==> config.mk <==
export PLATFORM = sky130hd
export DESIGN_NAME = ppa_blend
export DESIGN_NICKNAME = d
export VERILOG_FILES = /design/src/rtl/particle_power_attractor_macros.svh /design/src/rtl/ppa_pkg.sv /design/src/rtl/ppa_blend.sv
export SDC_FILE = /design/constraint.sdc
export NUM_CORES = 2
export LEC_CHECK = 0
export BUFFER_PORTS_ARGS = -buffer_cell sky130_fd_sc_hd__buf_2
export CAP_MARGIN = 20
export CORE_ASPECT_RATIO = 0.6
export CORE_MARGIN = 4
export CORE_UTILIZATION = 25
export CTS_BUF_LIST = sky130_fd_sc_hd__clkbuf_8
export CTS_CLUSTER_SIZE = 16
export DETAILED_ROUTE_END_ITERATION = 8
export PLACE_DENSITY = 0.4
export SYNTH_ARGS = -nofsm -noshare
export SYNTH_HDL_FRONTEND = slang
export SYNTH_SLANG_ARGS = --single-unit
==> constraint.sdc <==
create_clock -name clk -period 11.5 [get_ports clk]
set_clock_uncertainty 0.15 [all_clocks]
set_input_delay 2.3 -clock clk [delete_from_list [all_inputs] [get_ports clk]]
set_output_delay 2.3 -clock clk [all_outputs]
set_load 0.02 [all_outputs]
==> src/rtl/particle_power_attractor_macros.svh <==
// Assertion macros shared by the attractor RTL.
// Needs a clock named clk and an active-low reset named arst_n in scope.
`ifndef PARTICLE_POWER_ATTRACTOR_MACROS_SVH
`define PARTICLE_POWER_ATTRACTOR_MACROS_SVH

// Whenever the antecedent holds, the consequent must hold in the same cycle.
`define PPA_ASSERT_IMPL(lbl, ante, cons, msg) \
	lbl: assert property (@(posedge clk) disable iff (!arst_n) (ante) |-> (cons)) \
		else $error(msg);

// The condition must never hold outside reset.
`define PPA_ASSERT_NEVER(lbl, cond, msg) \
	lbl: assert property (@(posedge clk) disable iff (!arst_n) !(cond)) \
		else $error(msg);

`endif

==> src/rtl/ppa_pkg.sv <==
// Shared types, constants and elaboration-time functions of the attractor.
// No dependencies; every RTL module imports this package.
package ppa_pkg;

	localparam int FRAC_BITS_DEF = 16;
	localparam int LOG_FRAC      = 16;
	localparam int MANT_BITS     = 30;
	localparam int LG_W          = 24;
	localparam int STRENGTH_RST  = 2560;

	localparam logic [2:0] REG_TARGET_X     = 3'd0;
	localparam logic [2:0] REG_TARGET_Y     = 3'd1;
	localparam logic [2:0] REG_TARGET_Z     = 3'd2;
	localparam logic [2:0] REG_STRENGTH     = 3'd3;
	localparam logic [2:0] REG_CONVERGE_INV = 3'd4;

	typedef struct packed {
		logic [31:0]        lifetime;
		logic signed [31:0] pos_x;
		logic signed [31:0] pos_y;
		logic signed [31:0] pos_z;
	} in_t;

	typedef struct packed {
		logic signed [31:0] new_x;
		logic signed [31:0] new_y;
		logic signed [31:0] new_z;
	} out_t;

	typedef struct packed {
		logic signed [31:0] x;
		logic signed [31:0] y;
		logic signed [31:0] z;
	} pos_t;

	typedef struct packed {
		logic vld;
		logic zero;
	} ctl_t;

	function automatic logic [63:0] isqrt64(input logic [63:0] v);
		logic [63:0] r;
		logic [63:0] b;
		logic [63:0] rem;
		r = '0;
		b = 64'h4000_0000_0000_0000;
		rem = v;
		for (int j = 0; j < 32; j++) begin
			if (rem >= r + b) begin
				rem = rem - (r + b);
				r = (r >> 1) + b;
			end else begin
				r = r >> 1;
			end
			b = b >> 2;
		end
		return r;
	endfunction

	// 2^(2^-k) in Q2.30, each entry the floor square root of the one before.
	function automatic logic [31:0] root_const(input int k);
		logic [63:0] r;
		r = 64'd2 << MANT_BITS;
		for (int j = 1; j <= k; j++)
			r = isqrt64(r << MANT_BITS);
		return r[31:0];
	endfunction

endpackage

==> src/rtl/ppa_blend.sv <==
// One coordinate lane: pos + sign(d)*floor(|d|*t) with saturation.
// Depends on ppa_pkg; three register stages, payload only.
module ppa_blend #(
	parameter int FRAC_BITS = ppa_pkg::FRAC_BITS_DEF
) (
	input  logic                   clk,
	input  logic signed [31:0]     pos,
	input  logic signed [31:0]     tgt,
	input  logic [32+FRAC_BITS:0]  t,
	output logic signed [31:0]     res
);
	import ppa_pkg::*;

	localparam int LW = 33 + FRAC_BITS;

	logic signed [32:0] d_w;
	logic               dz_s1, neg_s1, thbig_s1;
	logic [32:0]        mag_s1;
	logic [31:0]        th_s1;
	logic [FRAC_BITS-1:0] tl_s1;
	logic signed [31:0] pos_s1;

	logic [64:0]        hi_w;
	logic [LW-1:0]      lo_w;
	logic               dz_s2, neg_s2, big_s2;
	logic [33:0]        hi_s2;
	logic [32:0]        lo_s2;
	logic signed [31:0] pos_s2;

	logic [34:0]        sum_w;
	logic signed [35:0] r_w;
	logic signed [31:0] res_w;
	logic signed [31:0] res_s3;

	assign d_w = $signed({tgt[31], tgt}) - $signed({pos[31], pos});

	always_ff @(posedge clk) begin
		dz_s1    <= (d_w == '0);
		neg_s1   <= d_w[32];
		mag_s1   <= d_w[32] ? 33'(-d_w) : 33'(d_w);
		thbig_s1 <= t[32+FRAC_BITS];
		th_s1    <= t[31+FRAC_BITS:FRAC_BITS];
		tl_s1    <= t[FRAC_BITS-1:0];
		pos_s1   <= pos;
	end

	assign hi_w = 65'(mag_s1) * 65'(th_s1);
	assign lo_w = LW'(mag_s1) * LW'(tl_s1);

	always_ff @(posedge clk) begin
		dz_s2  <= dz_s1;
		neg_s2 <= neg_s1;
		big_s2 <= thbig_s1 || (hi_w[64:34] != '0);
		hi_s2  <= hi_w[33:0];
		lo_s2  <= lo_w[LW-1:FRAC_BITS];
		pos_s2 <= pos_s1;
	end

	assign sum_w = 35'(hi_s2) + 35'(lo_s2);
	assign r_w   = neg_s2 ? ({{4{pos_s2[31]}}, pos_s2} - $signed({1'b0, sum_w}))
		: ({{4{pos_s2[31]}}, pos_s2} + $signed({1'b0, sum_w}));

	always_comb begin
		if (dz_s2) res_w = pos_s2;
		else if (big_s2) res_w = neg_s2 ? 32'sh8000_0000 : 32'sh7fff_ffff;
		else if (r_w > 36'sh0_7fff_ffff) res_w = 32'sh7fff_ffff;
		else if (r_w < -36'sh0_8000_0000) res_w = 32'sh8000_0000;
		else res_w = r_w[31:0];
	end

	always_ff @(posedge clk) begin
		res_s3 <= res_w;
	end

	assign res = res_s3;

endmodule

Yosys cells after proc, flatten, opt, wreduce, memory -nomap -nowiden
Index checks and enable logic that the tools add are counted.
Operators by class
  add/sub/neg operators: 5
  $mul: 2
  divide/modulo/power cells: 0
  magnitude comparators: 2
  equality and inequality tests: 0
  shift operators: 0
  multiplexer cells: 7
  bitwise gates (word level): 0
  reduce and logical (&&, ||, !) cells: 3
Operators by type and width (count)
  $mux 32: 6
  $mul 33x32->65: 1
  $mul 33x16->49: 1
  $add 36x35->36: 1
  $gt 36x32->1 const B: 1
  $lt 36x32->1 const B: 1
  $mux 36: 1
  $sub 36x35->36: 1
  $add 34x33->35: 1
  $logic_not 33->1: 1
  $neg 33->33: 1
  $sub 32x32->33: 1
  $reduce_bool 31->1: 1
  $logic_or 1x1->1: 1
Storage, ports and cells
  register bits after elaboration: 250
  latch bits: 0
  bits in writable memories: 0
  bits in read-only memories: 0
  input port bits: 114
  output and inout bits: 32
  logic and storage cells: 34
  memories: 0

Logic depth before layout (Yosys ltp)
  depth after elaboration: 8
  mapped depth: 32
  depth with buffers taken out: 30

Worst setup path after synthesis
Ideal clock, no wire load.
  kind: register to register
  start point: reg mag_s1[16]
  end point: reg big_s2
  setup time: 0.125 ns
  data arrival time: 8.159 ns
  required time: 11.225 ns
  setup slack: 3.066 ns
  stages on the path, launching flop included: 31
  path buffers: 3
  period minus slack after synthesis: 8.434 ns
  path through: dfxtp_1 > clkbuf_1 > clkbuf_1 > nand2_1 > fa_1 > inv_1 > fa_1 > inv_1 > fa_1 > inv_1 > fa_1 > inv_1 > fa_1 > fa_1 > fa_1 > fa_1 > inv_1 > ha_1 > clkbuf_2 > nand3_1 > or3_1 > or4_1 > a2111oi_0 > nor3_1 > o31a_1 > a311o_1 > o21a_1 > o21ai_1 > xor2_1 > nor4_1 > nand2_1
Between the ends
  cells in the longest elaborated chain, start to end: 3
Ends and longest elaborated chain
  from (decl): line ppa_blend.sv:18  | logic [32:0] mag_s1;
  from (signal assigned): line ppa_blend.sv:40  | mag_s1 <= d_w[32] ? 33'(-d_w) : 33'(d_w);
  $mul 33x32->65: line ppa_blend.sv:47  | assign hi_w = 65'(mag_s1) * 65'(th_s1);
  $reduce_bool 31->1: line ppa_blend.sv:53  | big_s2 <= thbig_s1 || (hi_w[64:34] != '0);
  $logic_or 1x1->1: line ppa_blend.sv:53
  to (signal assigned): line ppa_blend.sv:53
  to (decl): line ppa_blend.sv:25  | logic dz_s2, neg_s2, big_s2;
No other way between the ends.
A chain may end at the register's enable or synchronous reset.

Worst setup path in the final report
  start point: reg th_s1[9]
  end point: reg big_s2
Between the ends
  cells in the longest elaborated chain, start to end: 3
Ends and longest elaborated chain
  from (decl): line ppa_blend.sv:19  | logic [31:0] th_s1;
  from (signal assigned): line ppa_blend.sv:42  | th_s1 <= t[31+FRAC_BITS:FRAC_BITS];
  $mul 33x32->65: line ppa_blend.sv:47
  $reduce_bool 31->1: line ppa_blend.sv:53
  $logic_or 1x1->1: line ppa_blend.sv:53
No other way between the ends.

==> impl_metrics.toml <==
[run_status]
run_status = "complete, no violations"

[min_path]
hp-class = "reg2reg"
min_to = "pos_s2[21]$_DFF_P_"
holdPathStages = 0
hold_start = "pos_s1[21]$_DFF_P_"

[floorplan]
ios = 146
core-area_sq_um = 250000
die_y_microns = 396
start_util = 0.251
rows = 142
dieArea_sq_um = 259000
die_w_microns = 655

[route]
routed_wl_microns = 242000
drtIter0Drc = 3521
wire_per_inst_microns = 23.4
first_pass_iters = 6
num_vias = 47700
routed_via_density = 4.62
drc = 0
final_antenna_net_count = 0

[place]
gp_congestion = 0.912
placedCellCount = 10200
dp_hpwl_microns = 195000
port-buffer-count = 145

[setup_path]
slowest_stage = "dfxtp_1"
worstPathArrival_ns = 10.72
worstSetupPathType = "reg2reg"
crit_path_end_kind = "register"
crit_family = "adder cells"
worstReg2RegStart = "th_s1[9]$_DFF_P_"
path_buf_inv = 5
slowest_delay_ns = 1.01
crit_fanout = 20
critPathLaunchType = "register"
regToRegSetupSlack_ns = 1.35
ff2ff_path_depth = 27
cp_common_cell = "fa_1"
rr_endpoint = "big_s2$_DFF_P_"
crit_required_ns = 12.07

[yosys]
syn_inst = 7035
ys_types = 80
syn_area_sq_um = 62700
syn_nets = 8994
yosysSeqAreaShare = 0.0798
async_flop_share = 0
synth_flop_cell = "dfxtp_1"
synth-edff-count = 0
synth_seq_cells = 250
ys_warn_count = 0
avgSynthCellArea_sq_um = 8.91

[clock_tree]
holdBufCountCts = 0
cts_setup_buffers = 0
clk_path_buf_depth = 3
cts.sinks = 250
h-tree-depth = 2
cts-root-buf = "clkbuf_8"
clock_latency_ns = 0.84
cts_tree = "built"
cts_buffers = 54
clkTransAtPathRegs_ns = 0.08
ctsResizeCount = 0

[cells_and_area]
fillCellCount = 26900
syn_to_final_growth_pct = 9.13
fin_cells = 10300
multiInputGateArea_sq_um = 51100
drive_gt1_frac = 0.0617
fin_nets = 8930
seq_area_sq_um = 5050

[sta]
slew_viol_final = 0
fin_crit_ns = 10.15
min_period_over_period = 0.882
rsz0062_at_grt = "false"
hold_slack_ns = 0.163
max_slew_margin = 0.217
setup_viol = 0
tightest_slew_ns = 1.17
hold_viol = 0
fmax_mhz = 98.6
fin_setup_tns_ns = 0

[global_routing]
antenna_found_initial = 25
overflow = 0
grt_pass1_vias = 49900
grtUsageTotal = 0.188
grt_max_degree = 47
grt_pass1_wl_microns = 358000

[flow_run]
maxCapViolCount = 0
how the worst max path moves through the flow:
stage	cells after the start	start	slack [ns]	end
global placement	30	th_s1[11]$_DFF_P_	1.67	big_s2$_DFF_P_
finish	27	th_s1[9]$_DFF_P_	1.35	big_s2$_DFF_P_
CTS	27	th_s1[10]$_DFF_P_	1.55	big_s2$_DFF_P_
floorplan	30	mag_s1[16]$_DFF_P_	3.07	big_s2$_DFF_P_
detailed placement	27	th_s1[10]$_DFF_P_	1.52	big_s2$_DFF_P_
global route	30	th_s1[11]$_DFF_P_	0.77	big_s2$_DFF_P_
metrics by stage:
| step | instance area (sq um) | worst slack, ns | util |
|---|---|---|---|
| 6_report | 68400 | 1.35 | 0.274 |
| 5_1_grt | 68400 | 0.773 | 0.274 |
| 4_1_cts | 68400 | 1.55 | 0.274 |
| 3_5_place_dp | 67100 | 1.52 | 0.269 |
| 2_1_floorplan | 62700 | 3.07 | - |
| 3_3_place_gp | 67000 | 1.67 | 0.269 |
layer usage:
metal	up-vias	routed length, microns	global-route usage
li1	21200	-	-
met1	24800	129000	0.314
met2	1538	86700	0.236
met3	160	23000	0.0507
met4	4	3210	0.0251
met5	-	21	0
final cells by class:
cell class / count / area share
multi-input combinational: 5047 / 0.747
inverter: 1347 / 0.0739
sequential: 250 / 0.0739
tap: 3312 / 0.0606
timing repair buffer: 271 / 0.0251
clock buffer: 61 / 0.0123
clock inverter: 38 / 0.00653
antenna: 12 / 0.000439
state kept, by name, summed over array words and instances (netlist names), 16 cells and up:
name / cells
th_s1: 32
mag_s1: 33
pos_s1: 32
hi_s2: 34
res: 32
pos_s2: 32
tl_s1: 16
lo_s2: 33
placed cells by master (no fill, tap or decap), types with 9 or more instances in the layout:
| master | n |
|---|---|
| clkinv_2 | 12 |
| o31ai_1 | 15 |
| buf_4 | 123 |
| and2_1 | 773 |
| xnor2_1 | 134 |
| buf_2 | 145 |
| fa_1 | 1360 |
| or3_1 | 10 |
| inv_1 | 1353 |
| dfxtp_1 | 211 |
| nand2b_1 | 19 |
| o21ai_1 | 10 |
| a21oi_1 | 234 |
| o211ai_1 | 19 |
| a211oi_1 | 24 |
| a31oi_1 | 29 |
| and3_1 | 26 |
| nor2b_1 | 27 |
| nor3b_1 | 9 |
| clkbuf_8 | 61 |
| o21ai_0 | 145 |
| nand2_1 | 992 |
| or4_1 | 9 |
| dfxtp_2 | 39 |
| nor2_1 | 160 |
| and4_1 | 11 |
| nand3_1 | 55 |
| nand3b_1 | 9 |
| a21boi_0 | 13 |
| nor3_1 | 46 |
| nand4_1 | 50 |
| o21a_1 | 27 |
| a21o_1 | 102 |
| xor2_1 | 82 |
| diode_2 | 12 |
| o21bai_1 | 23 |
| nor4_1 | 13 |
| ha_1 | 485 |
synth_stat cells, types with 11 or more instances:
library cell     n  share of area
nor4_1          13         0.0013
nand2b_1        19         0.0019
nor2_1         160         0.0096
a21oi_1        234          0.019
o21ai_0        145          0.012
dfxtp_1        250          0.080
a21o_1         102          0.012
nand4_1         50         0.0050
and2_1         773          0.077
a21boi_0        13         0.0016
o31ai_1         15         0.0018
ha_1           485          0.097
nand3_1         55         0.0044
buf_2           11        0.00088
nor2b_1         27         0.0027
o211ai_1        19         0.0023
a211oi_1        24         0.0029
o21bai_1        23         0.0028
inv_1         1347          0.081
and4_1          11         0.0015
xor2_1          82          0.011
o21a_1          27         0.0032
clkbuf_1       369          0.022
nand2_1        992          0.059
and3_1          26         0.0026
nor3_1          46         0.0037
fa_1          1360           0.43
a31oi_1         29         0.0029
xnor2_1        134          0.019
cell families (layout without fill, tap and decap cells):
| logic type | count (synthesis) | in the layout | share of synthesized area |
|---|---|---|---|
| compound gates | 743 | 743 | 0.0759 |
| xor+xnor | 216 | 216 | 0.0302 |
| fa+ha+maj | 1845 | 1845 | 0.531 |
| buf+inv | 1738 | 1717 | 0.105 |
| flops | 250 | 250 | 0.0798 |
| mux | 8 | 8 | 0.00134 |
| other cells | 0 | 12 | 0 |
| simple gates | 2235 | 2235 | 0.177 |
Power is left out: the tool's default activity adds up to more than one toggle a clock period on the data nets, which glitch-free logic cannot reach.
